--- src/design/gray_image_statistics_defines.svh ---
// assertion macros for the grayscale image statistics block
// needs a clock named clk and a synchronous reset named rst in the using module
`ifndef GRAY_IMAGE_STATISTICS_DEFINES_SVH
`define GRAY_IMAGE_STATISTICS_DEFINES_SVH

// same-cycle implication
`define GIS_ASSERT_IMPLY(label, ante, cons, msg) \
  label: assert property (@(posedge clk) disable iff (rst) (ante) |-> (cons)) \
    else $error(msg);

// next-cycle implication
`define GIS_ASSERT_NEXT(label, ante, cons, msg) \
  label: assert property (@(posedge clk) disable iff (rst) (ante) |=> (cons)) \
    else $error(msg);

`endif

--- src/design/gis_pkg.sv ---
// shared types and constants for the grayscale image statistics block
// no dependencies
package gis_pkg;

  localparam int PIXEL_W     = 8;
  localparam int CFG_W       = 10;
  localparam int CFG_INDEX_W = 2;
  localparam int SUM_W       = 26;
  localparam int DEN_W       = 2 * CFG_W;
  localparam int CONTRAST_W  = 17;
  localparam int FRAC_W      = 16;
  localparam int DIV_STEPS   = SUM_W;
  localparam int STEP_CNT_W  = $clog2(DIV_STEPS);

  localparam logic [CFG_INDEX_W-1:0] REG_IMAGE_WIDTH  = CFG_INDEX_W'(0);
  localparam logic [CFG_INDEX_W-1:0] REG_IMAGE_HEIGHT = CFG_INDEX_W'(1);

  typedef enum logic [2:0] {
    ST_ACCUM,
    ST_DIV_LUM,
    ST_LOAD_CON,
    ST_DIV_CON,
    ST_OUTPUT
  } gis_state_t;

  typedef struct packed {
    logic accept;
    logic load_lum;
    logic load_con;
    logic step;
    logic out_load;
  } gis_cmd_t;

  typedef struct packed {
    logic pixel_last;
    logic out_busy;
  } gis_status_t;

endpackage

--- src/design/gis_ctrl.sv ---
// frame controller: pixel acceptance, divider sequencing and result hand-off
// depends on gis_pkg
module gis_ctrl (
  input  logic                clk,
  input  logic                rst,
  input  logic                in_valid,
  output logic                in_ready,
  input  gis_pkg::gis_status_t status,
  output gis_pkg::gis_cmd_t    cmd
);
  import gis_pkg::*;

  gis_state_t state, state_next;
  logic [STEP_CNT_W-1:0] step_cnt, step_cnt_next;
  logic step_end;

  assign step_end = (step_cnt == STEP_CNT_W'(DIV_STEPS - 1));

  always_ff @(posedge clk) begin
    if (rst) begin
      state    <= ST_ACCUM;
      step_cnt <= '0;
    end else begin
      state    <= state_next;
      step_cnt <= step_cnt_next;
    end
  end

  always_comb begin
    state_next    = state;
    step_cnt_next = step_cnt;
    cmd           = '0;
    in_ready      = 1'b0;
    case (state)
      ST_ACCUM: begin
        in_ready   = 1'b1;
        cmd.accept = in_valid;
        if (in_valid && status.pixel_last) begin
          cmd.load_lum  = 1'b1;
          step_cnt_next = '0;
          state_next    = ST_DIV_LUM;
        end
      end
      ST_DIV_LUM: begin
        cmd.step      = 1'b1;
        step_cnt_next = step_cnt + 1'b1;
        if (step_end) state_next = ST_LOAD_CON;
      end
      ST_LOAD_CON: begin
        cmd.load_con  = 1'b1;
        step_cnt_next = '0;
        state_next    = ST_DIV_CON;
      end
      ST_DIV_CON: begin
        cmd.step      = 1'b1;
        step_cnt_next = step_cnt + 1'b1;
        if (step_end) state_next = ST_OUTPUT;
      end
      ST_OUTPUT: begin
        if (!status.out_busy) begin
          cmd.out_load = 1'b1;
          state_next   = ST_ACCUM;
        end
      end
      default: begin
        state_next = ST_ACCUM;
      end
    endcase
  end

endmodule

--- src/design/gis_datapath.sv ---
// accumulators, config registers, shared restoring divider and result registers
// depends on gis_pkg
module gis_datapath #(
  parameter int MAX_DIM = 512
) (
  input  logic                                 clk,
  input  logic                                 rst,
  input  logic                                 cfg_write,
  input  logic [gis_pkg::CFG_INDEX_W-1:0]      cfg_index,
  input  logic [gis_pkg::CFG_W-1:0]            cfg_data,
  input  logic [gis_pkg::PIXEL_W-1:0]          pixel,
  input  logic                                 last_pixel,
  input  gis_pkg::gis_cmd_t                    cmd,
  output gis_pkg::gis_status_t                 status,
  output logic                                 out_valid,
  input  logic                                 out_ready,
  output logic [gis_pkg::PIXEL_W-1:0]          luminance,
  output logic [gis_pkg::PIXEL_W-1:0]          minimum,
  output logic [gis_pkg::PIXEL_W-1:0]          maximum,
  output logic [gis_pkg::CONTRAST_W-1:0]       contrast,
  output logic                                 contrast_undefined
);
  import gis_pkg::*;

  logic [CFG_W-1:0]   image_width, image_height;
  logic [SUM_W-1:0]   pixel_sum, sum_next;
  logic [SUM_W:0]     sum_wide;
  logic [PIXEL_W-1:0] running_min, running_max, min_next, max_next;
  logic               frame_started;

  logic [SUM_W-1:0]   quo;
  logic [DEN_W-1:0]   rem, den;
  logic [DEN_W:0]     rem_shift, diff;
  logic [DEN_W-1:0]   pixel_count;
  logic [PIXEL_W-1:0] lum_q;
  logic [PIXEL_W:0]   extreme_sum;
  logic [PIXEL_W-1:0] extreme_diff;

  function automatic logic [CFG_W-1:0] eff_dim(input logic [CFG_W-1:0] d);
    logic [CFG_W-1:0] r;
    r = d;
    if (d == '0) r = CFG_W'(1);
    else if (int'(d) > MAX_DIM) r = CFG_W'(MAX_DIM);
    return r;
  endfunction

  assign status.pixel_last = last_pixel;
  assign status.out_busy   = out_valid && !out_ready;

  // config registers
  always_ff @(posedge clk) begin
    if (rst) begin
      image_width  <= CFG_W'(1);
      image_height <= CFG_W'(1);
    end else if (cfg_write) begin
      case (cfg_index)
        REG_IMAGE_WIDTH:  image_width  <= cfg_data;
        REG_IMAGE_HEIGHT: image_height <= cfg_data;
        default: ;
      endcase
    end
  end

  // running statistics
  assign sum_wide = {1'b0, pixel_sum} + (SUM_W + 1)'(pixel);
  assign sum_next = sum_wide[SUM_W] ? {SUM_W{1'b1}} : sum_wide[SUM_W-1:0];

  always_comb begin
    min_next = running_min;
    max_next = running_max;
    if (!frame_started) begin
      min_next = pixel;
      max_next = pixel;
    end else begin
      if (pixel < running_min) min_next = pixel;
      if (pixel > running_max) max_next = pixel;
    end
  end

  always_ff @(posedge clk) begin
    if (rst || cmd.out_load) begin
      pixel_sum     <= '0;
      running_min   <= {PIXEL_W{1'b1}};
      running_max   <= '0;
      frame_started <= 1'b0;
    end else if (cmd.accept) begin
      pixel_sum     <= sum_next;
      running_min   <= min_next;
      running_max   <= max_next;
      frame_started <= 1'b1;
    end
  end

  // shared divider, one quotient bit per cycle
  assign pixel_count  = eff_dim(image_width) * eff_dim(image_height);
  assign extreme_sum  = {1'b0, running_max} + {1'b0, running_min};
  assign extreme_diff = running_max - running_min;
  assign rem_shift    = {rem, quo[SUM_W-1]};
  assign diff         = rem_shift - {1'b0, den};

  always_ff @(posedge clk) begin
    if (cmd.load_lum) begin
      quo <= sum_next;
      rem <= '0;
      den <= pixel_count;
    end else if (cmd.load_con) begin
      quo   <= SUM_W'({extreme_diff, {FRAC_W{1'b0}}});
      rem   <= '0;
      den   <= DEN_W'(extreme_sum);
      lum_q <= (quo > SUM_W'({PIXEL_W{1'b1}})) ? {PIXEL_W{1'b1}} : quo[PIXEL_W-1:0];
    end else if (cmd.step) begin
      if (!diff[DEN_W]) begin
        rem <= diff[DEN_W-1:0];
        quo <= {quo[SUM_W-2:0], 1'b1};
      end else begin
        rem <= rem_shift[DEN_W-1:0];
        quo <= {quo[SUM_W-2:0], 1'b0};
      end
    end
  end

  // result register
  always_ff @(posedge clk) begin
    if (rst) begin
      out_valid <= 1'b0;
    end else if (cmd.out_load) begin
      out_valid <= 1'b1;
    end else if (out_ready) begin
      out_valid <= 1'b0;
    end
  end

  always_ff @(posedge clk) begin
    if (cmd.out_load) begin
      luminance          <= lum_q;
      minimum            <= running_min;
      maximum            <= running_max;
      contrast_undefined <= (extreme_sum == '0);
      contrast           <= (extreme_sum == '0) ? '0 : quo[CONTRAST_W-1:0];
    end
  end

endmodule

--- src/design/gray_image_statistics.sv ---
// Per-frame statistics of an 8-bit grayscale pixel stream: truncated mean over
// image_width*image_height, minimum, maximum and Michelson contrast in unsigned Q1.16.
// While a frame streams in, one pixel is taken every cycle. After the pixel
// flagged last, in_ready stays low: the mean and the contrast go
// one after the other through a single restoring divider that retires one
// quotient bit per cycle, with a load step between them and a final step that
// loads the result register. If the previous result has not been taken
// by then, in_ready stays low until it is. Pixels of the next frame are taken
// while a finished result waits in the output register.
// depends on gis_pkg, gis_ctrl, gis_datapath and gray_image_statistics_defines.svh
`include "gray_image_statistics_defines.svh"

module gray_image_statistics #(
  parameter int MAX_DIM = 512
) (
  input  logic                              clk,
  input  logic                              rst,
  input  logic                              cfg_write,
  input  logic [gis_pkg::CFG_INDEX_W-1:0]   cfg_index,
  input  logic [gis_pkg::CFG_W-1:0]         cfg_data,
  input  logic                              in_valid,
  output logic                              in_ready,
  input  logic [gis_pkg::PIXEL_W-1:0]       pixel,
  input  logic                              last_pixel,
  output logic                              out_valid,
  input  logic                              out_ready,
  output logic [gis_pkg::PIXEL_W-1:0]       luminance,
  output logic [gis_pkg::PIXEL_W-1:0]       minimum,
  output logic [gis_pkg::PIXEL_W-1:0]       maximum,
  output logic [gis_pkg::CONTRAST_W-1:0]    contrast,
  output logic                              contrast_undefined
);
  import gis_pkg::*;

  gis_cmd_t    cmd;
  gis_status_t status;

  gis_ctrl u_ctrl (
    .clk      (clk),
    .rst      (rst),
    .in_valid (in_valid),
    .in_ready (in_ready),
    .status   (status),
    .cmd      (cmd)
  );

  gis_datapath #(
    .MAX_DIM (MAX_DIM)
  ) u_datapath (
    .clk                (clk),
    .rst                (rst),
    .cfg_write          (cfg_write),
    .cfg_index          (cfg_index),
    .cfg_data           (cfg_data),
    .pixel              (pixel),
    .last_pixel         (last_pixel),
    .cmd                (cmd),
    .status             (status),
    .out_valid          (out_valid),
    .out_ready          (out_ready),
    .luminance          (luminance),
    .minimum            (minimum),
    .maximum            (maximum),
    .contrast           (contrast),
    .contrast_undefined (contrast_undefined)
  );

  `GIS_ASSERT_IMPLY(a_undef_zero, out_valid && contrast_undefined, contrast == '0, "undefined contrast not zero")
  `GIS_ASSERT_IMPLY(a_min_le_max, out_valid, minimum <= maximum, "minimum above maximum")
  `GIS_ASSERT_IMPLY(a_contrast_range, out_valid, contrast <= CONTRAST_W'(1 << FRAC_W), "contrast above one")
  `GIS_ASSERT_NEXT(a_last_blocks, in_valid && in_ready && last_pixel, !in_ready, "request taken during division")

endmodule
--- config.mk ---
export PLATFORM = sky130hd
export DESIGN_NAME = gray_image_statistics
export DESIGN_NICKNAME = d
export VERILOG_FILES = /design/src/design/gis_pkg.sv /design/src/design/gis_ctrl.sv /design/src/design/gis_datapath.sv /design/src/design/gray_image_statistics.sv
export VERILOG_INCLUDE_DIRS = /design/src /design/src/design
export SDC_FILE = /design/constraint.sdc
export NUM_CORES = 1
export LEC_CHECK = 0
export ABC_CLOCK_PERIOD_IN_PS = 16000
export BUFFER_PORTS_ARGS = -buffer_cell sky130_fd_sc_hd__buf_4
export CAP_MARGIN = 20
export CORE_UTILIZATION = 55
export DETAILED_ROUTE_END_ITERATION = 6
export PLACE_DENSITY = 0.73
export SETUP_SLACK_MARGIN = 0.05
export SLEW_MARGIN = 10
export SYNTH_ARGS = -nofsm -noshare
export SYNTH_HDL_FRONTEND = slang
export SYNTH_SLANG_ARGS = --single-unit
export TNS_END_PERCENT = 30
--- constraint.sdc ---
create_clock -name clk -period 16 [get_ports clk]
set_clock_uncertainty 0.15 [all_clocks]
set_input_delay 1.6 -clock clk [delete_from_list [all_inputs] [get_ports clk]]
set_output_delay 1.6 -clock clk [all_outputs]
set_load 0.02 [all_outputs]
==> flow_summary.ini, run 1 <==
[synthesis]
synth_edf_count = 96
netlist.area_leader.share_pct = 21.9
ys.flop_type = edfxtp_1
synth_warnings = 0
synthesis.nets = 1612
synth-xor-area-share_pct = 3.65
syn-instance-count = 1405
syn_area_um2 = 13200
synth-seq-cells = 188
syn_area_per_cell_um2 = 9.39
synth_top_family_by_area = adder cells
synthTopCellsByArea = edfxtp_1 22%, dfxtp_1 14%, ha_1 11%
synthMuxAreaShare_pct = 4.27
synth_compound_area_share_pct = 12.8
post_synth_num_cell_types = 69
synth_area_leader_cell = edfxtp_1
synthAdderAreaFrac_pct = 20.9
yosys.area_share.simple_pct = 17.2
synth-seq-area-share_pct = 35.8
async_reset_ff_share_pct = 0

[power_and_ir_drop]
irDropWorstVdd_mv = 0.0767
p_leak_nw = 6.58
power.density_nw_per_um2 = 113
finalPower_mw = 1.65

[worst_setup_path]
path_class = reg -> reg
cp-end-kind = register
path_max_fanout = 16
crit_chain = inv_1 -> nand2_1 -> nor2_1 -> fa_1 -> inv_1 -> fa_1 -> inv_1 -> fa_1 -> fa_1 -> inv_1 -> fa_1 -> inv_1 -> ha_1 -> nand4_1 -> or3_1 -> a31oi_1 -> a21oi_1 -> nor2_1 -> o22a_1 -> mux2_2
crit_slowest_cell = dfxtp_1
arrival_ps = 6430
required_ps = 16040
critPathTopFamily = adder cells
critPathLaunchType = register
cpPeakStageDelay_ps = 620
cp.buffers_inverters = 5

[clocking]
cts_made_buffers = 17
ctsHoldBuffers = 0
cts_tree = yes
postCtsSetupRepairBufs = 0
clockBufferDepth = 2
htree_levels = 4
clk_latency_ps = 450
clk_pin_slew_ps = 80
cts_resized = 0
clock_sinks = 188
cts_root_buf = clkbuf_16

[global_routing]
use_met1_pct = 35.3
grt-ovfl-total = 0
use_met3_pct = 4.79
grt_max_degree = 58
grt_pass1_vias = 9793
grt_pass1_wl_um = 48800
grt_use_met2_pct = 40.7
antenna_found_initial = 0
track_usage_pct = 25.5
top_usage_layer = met2

[floorplanning]
die_y_um = 157
ioPinCount = 70
initial_core_util_pct = 56.2
row_count = 56
die_w_um = 157
dieArea_um2 = 24600
core-area_um2 = 23500

[min_path]
hp-class = reg -> reg

[finish]
fin_nets = 1661
fill_cells = 1999
final_area_um2 = 14700
layout_commonest_cell = nor2_1
antenna_cells = 0
areaGrowthSynthToFinish_pct = 11.1
post_route_cells_drive_above_1_share_pct = 9.82
final_cell_mix = 178 x nor2_1, 128 x inv_1, 115 x ha_1

[outcome]
status = finished, final reports clean

[timing]
slew_viol_final = 0
grt_setup_unrepaired = no
min_period_over_period_pct = 39.9
finalSetupTns_ps = 0
max_freq_mhz = 157
slew_headroom_pct = 31.0
fin_ws_ps = 9620
setup_viol = 0
tightest_slew_ps = 1030
fin_crit_ps = 6380
hold_violations = 0

[detailed_routing]
final_antenna_net_count = 0
dr.pass1.iters = 5
drtIter0Drc = 805
via_count = 10100
wire_per_inst_um = 16.9
drc = 0
vias_per_cell = 5.67
wl_um = 30100

[placement]
place_area_um2 = 14000
port-buffer-count = 69
place_ws_ps = 9690
hpwl_um = 22600
globalplace.congestion = 0.940

[job]
cap_violations = 0
[metal layers]
metal	up-vias	part of all wire (%)
met4	0	1.6
met3	39	6.2
met1	4825	47
met5	-	0
met2	297	45
li1	4968	-
[path summary, 6_finish.rpt]
check	from	end	slack, ps	cells after the start
worst min-delay path	u_datapath.lum_q[6]	u_datapath.luminance[6]	270	0
worst max register to register	u_datapath.image_width[9]	u_datapath.den[19]	9620	20
worst max-delay path	u_datapath.image_width[9]	u_datapath.den[19]	9620	20
worst min register to register	u_datapath.lum_q[6]	u_datapath.luminance[6]	270	0
[cell usage after synthesis, drive strengths merged, types with 26 or more instances]
master / number
inv: 128
and2: 30
a21oi: 100
ha: 115
nand2: 92
nand3: 30
mux2i: 54
clkbuf: 35
edfxtp: 96
nand2b: 29
nor2: 179
nor3: 26
xnor2: 35
o21ai: 71
nor2b: 26
fa: 66
dfxtp: 92
[final cells by class]
cell class	instances	area (um2)	area share, %
clock buffers	18	450	3.07
multi-input cells	1041	7790	53.2
flip-flops and latches	188	4720	32.2
clock inverters	14	198	1.35
inverters	128	480	3.28
well taps	319	399	2.72
repair buffers	78	606	4.13
[flip-flops by register name (all words and copies together) (netlist names), 10 cells and up]
register,count
u_datapath.pixel_sum,26
u_datapath.quo,26
u_datapath.den,20
u_datapath.rem,20
u_datapath.contrast,17
u_datapath.image_height,10
u_datapath.image_width,10
[per-stage QoR]
step           instances  hold slack (ps)  utilization, %
2_1_floorplan       1405              250               -
3_3_place_gp        1753              254            59.5
3_5_place_dp        1753              255            59.5
4_1_cts             1785              276            62.3
5_1_grt             1786              291            62.4
6_report            1786              274            62.4
[power breakdown]
group	total [mW]	internal, mW	switching, mW
logic	0.559	0.242	0.318
clock network	0.458	0.227	0.230
registers	0.635	0.584	0.0504
total	1.65	1.05	0.599
[cells by family after synthesis]
group,Yosys count
AO/OA/AOI/OAI,276
flip-flops,188
XOR/XNOR,55
multiplexers,56
adder cells (fa/ha/maj),181
buffers and inverters,176
AND/OR/NAND/NOR,473
(Power assumes the default switching activity.)
==> run 2: changes to the inputs <==
--- a/config.mk
+++ b/config.mk
@@ -6,12 +6,12 @@
 export SDC_FILE = /design/constraint.sdc
 export NUM_CORES = 1
 export LEC_CHECK = 0
-export ABC_CLOCK_PERIOD_IN_PS = 16000
+export ABC_CLOCK_PERIOD_IN_PS = 5400
 export BUFFER_PORTS_ARGS = -buffer_cell sky130_fd_sc_hd__buf_4
 export CAP_MARGIN = 20
 export CORE_UTILIZATION = 55
 export DETAILED_ROUTE_END_ITERATION = 6
-export PLACE_DENSITY = 0.73
+export PLACE_DENSITY = 0.76
 export SETUP_SLACK_MARGIN = 0.05
 export SLEW_MARGIN = 10
 export SYNTH_ARGS = -nofsm -noshare
==> constraint.sdc (replaced) <==
create_clock -name clk -period 5.4 [get_ports clk]
set_clock_uncertainty 0.15 [all_clocks]
set_input_delay 0.54 -clock clk [delete_from_list [all_inputs] [get_ports clk]]
set_output_delay 0.54 -clock clk [all_outputs]
set_load 0.02 [all_outputs]
==> run 2 against run 1 <==
The run now ends with setup timing left. Die area is the same. First-iteration DRC count shrank 2.1%. Core utilization grew 3.3 points. Flip-flop and latch count is the same. Sequential power grew to 2.9 times the previous value. Non-clock buffer count grew 80. Wire length grew 0.76%. Critical endpoint unchanged. Largest cell class unchanged.
==> flow_summary.ini, run 2 (synthesis gave the netlist of run 1 again) <==
[detailed_routing]
wire_per_inst_um = 16.3
vias_per_cell = 5.68
dr.pass1.iters = 5
wl_um = 30300
drtIter0Drc = 788
via_count = 10600
final_antenna_net_count = 0
drc = 0

[outcome]
status = finished with violations
failed_checks = setup timing

[timing]
fin_ws_ps = -108
max_freq_mhz = 182
slew_headroom_pct = 31.4
tightest_slew_ps = 1020
slew_viol_final = 0
fin_hold_ws_ps = 167
grt_setup_unrepaired = yes
min_period_over_period_pct = 102
hold_violations = 0
fin_crit_ps = 5510
setup_viol = 5

[power_and_ir_drop]
power.density_nw_per_um2 = 319
clkPwrFrac_pct = 27.6
finalPower_mw = 4.92
power.share.combinational_pct = 34.3
swShare_pct = 36.4
irDropWorstVdd_mv = 0.242
p_sw_mw = 1.79
p_leak_nw = 6.98
p_seq_share_pct = 38.1
p_int_mw = 3.13

[floorplanning]
die_y_um = 157
die_w_um = 157
dieArea_um2 = 24600
ioPinCount = 70
initial_core_util_pct = 56.2
core-area_um2 = 23500
row_count = 56

[worst_setup_path]
arrival_ps = 5550
path_class = reg -> reg
critPathLaunchType = register
cp-end-kind = register
required_ps = 5440
path_max_fanout = 3

[clocking]
clk_pin_slew_ps = 80
cts_tree = yes
clk_latency_ps = 450
clockBufferDepth = 2
cts_made_buffers = 17
htree_levels = 4
clock_sinks = 188
cts_root_buf = clkbuf_16

[global_routing]
antenna_found_initial = 1
grt_pass1_vias = 10200
track_usage_pct = 25.7
grt_max_degree = 44
grt-ovfl-total = 0
grt_pass1_wl_um = 49800

[finish]
layout_commonest_cell = nor2_1
reg.largest.list = u_datapath.pixel_sum (26), u_datapath.quo (26)
antenna_cells = 0
areaGrowthSynthToFinish_pct = 17.0
post_route_cells_drive_above_1_share_pct = 17.1
fin_nets = 1741
final_cell_mix = 178 x nor2_1, 156 x buf_4, 123 x inv_1
final_cells = 1866

[placement]
globalplace.congestion = 0.900
placed_cells = 1827
hpwl_um = 22700
port-buffer-count = 69

[job]
cap_violations = 0

[min_path]
hp-class = in -> reg
run 2: cell types whose count changed in the layout (fill, tap and decap cells not counted), sizes merged:
cell,before,now
inv,136,140
clkbuf,18,17
clkinv,6,2
clkinvlp,0,1
buf,78,158
run 2: worst paths after layout:
| path | start | end | slack, ps | depth (start not counted) |
|---|---|---|---|---|
| worst max-delay path | u_datapath.image_width[6] | u_datapath.den[19] | -110 | 20 |
| worst min-delay path | cfg_data[0] | u_datapath.image_width[0] | 170 | 2 |
| worst max register to register | u_datapath.image_width[6] | u_datapath.den[19] | -110 | 20 |
| worst min register to register | u_datapath.lum_q[3] | u_datapath.luminance[3] | 270 | 0 |
run 2: layer usage:
metal,vias up,global-route usage [%],part of all wire (%)
li1,5119,-,-
met1,5060,34.6,46
met2,353,42.0,46
met3,60,4.15,6.7
met4,2,8.17,1.8
met5,-,0,0.043
run 2: layout make-up:
| cell class | count | area (um2) |
|---|---|---|
| fill | 1829 | 8040 |
| tap | 319 | 399 |
| sequential | 188 | 4740 |
| clock inverter | 15 | 214 |
| inverter | 128 | 484 |
| clock buffer | 17 | 425 |
| multi-input combinational | 1041 | 7980 |
| timing repair buffer | 158 | 1200 |
run 2: power groups by stage:
| stage | clock network (mW) | registers [mW] | logic (mW) |
|---|---|---|---|
| after floorplan | 0 | 1.85 | 1.31 |
| after global placement | 0 | 1.89 | 1.60 |
| after detailed placement | 0 | 1.90 | 1.65 |
| after CTS | 1.37 | 1.87 | 1.67 |
| after global routing | 1.42 | 1.90 | 1.89 |
| final | 1.36 | 1.87 | 1.69 |
run 2: worst max-delay path: stages (launching register included):
cell and delay [ps]:
dfxtp_2 340, nor4_4 300, a21oi_2 110, nor2_1 130, nand2_1 80, fa_1 460
fa_1 500, inv_2 40, fa_1 470, fa_1 510, inv_1 50, fa_1 490
inv_2 40, ha_4 260, nand4_1 70, or3_4 420, a31oi_4 170, a21oi_2 80
nor2_1 130, o22a_1 160, mux2_4 300
run 2: metrics by stage:
step	TNS (ps)	util (%)	area (um2)	worst slack, ps
floorplan	0	-	13300	16.3
global placement	-911	62.3	14600	-291
detailed placement	-1020	62.3	14600	-308
CTS	-199	65.5	15400	-86.1
global route	-1950	65.8	15400	-343
finish	-314	65.8	15400	-108
run 2: repair_timing:
action	4_1_cts	5_1_grt
hold buffers	0	0
buffers inserted	2	4
resized for setup	25	3
pin swaps	11	1
setup endpoints to repair	8	9
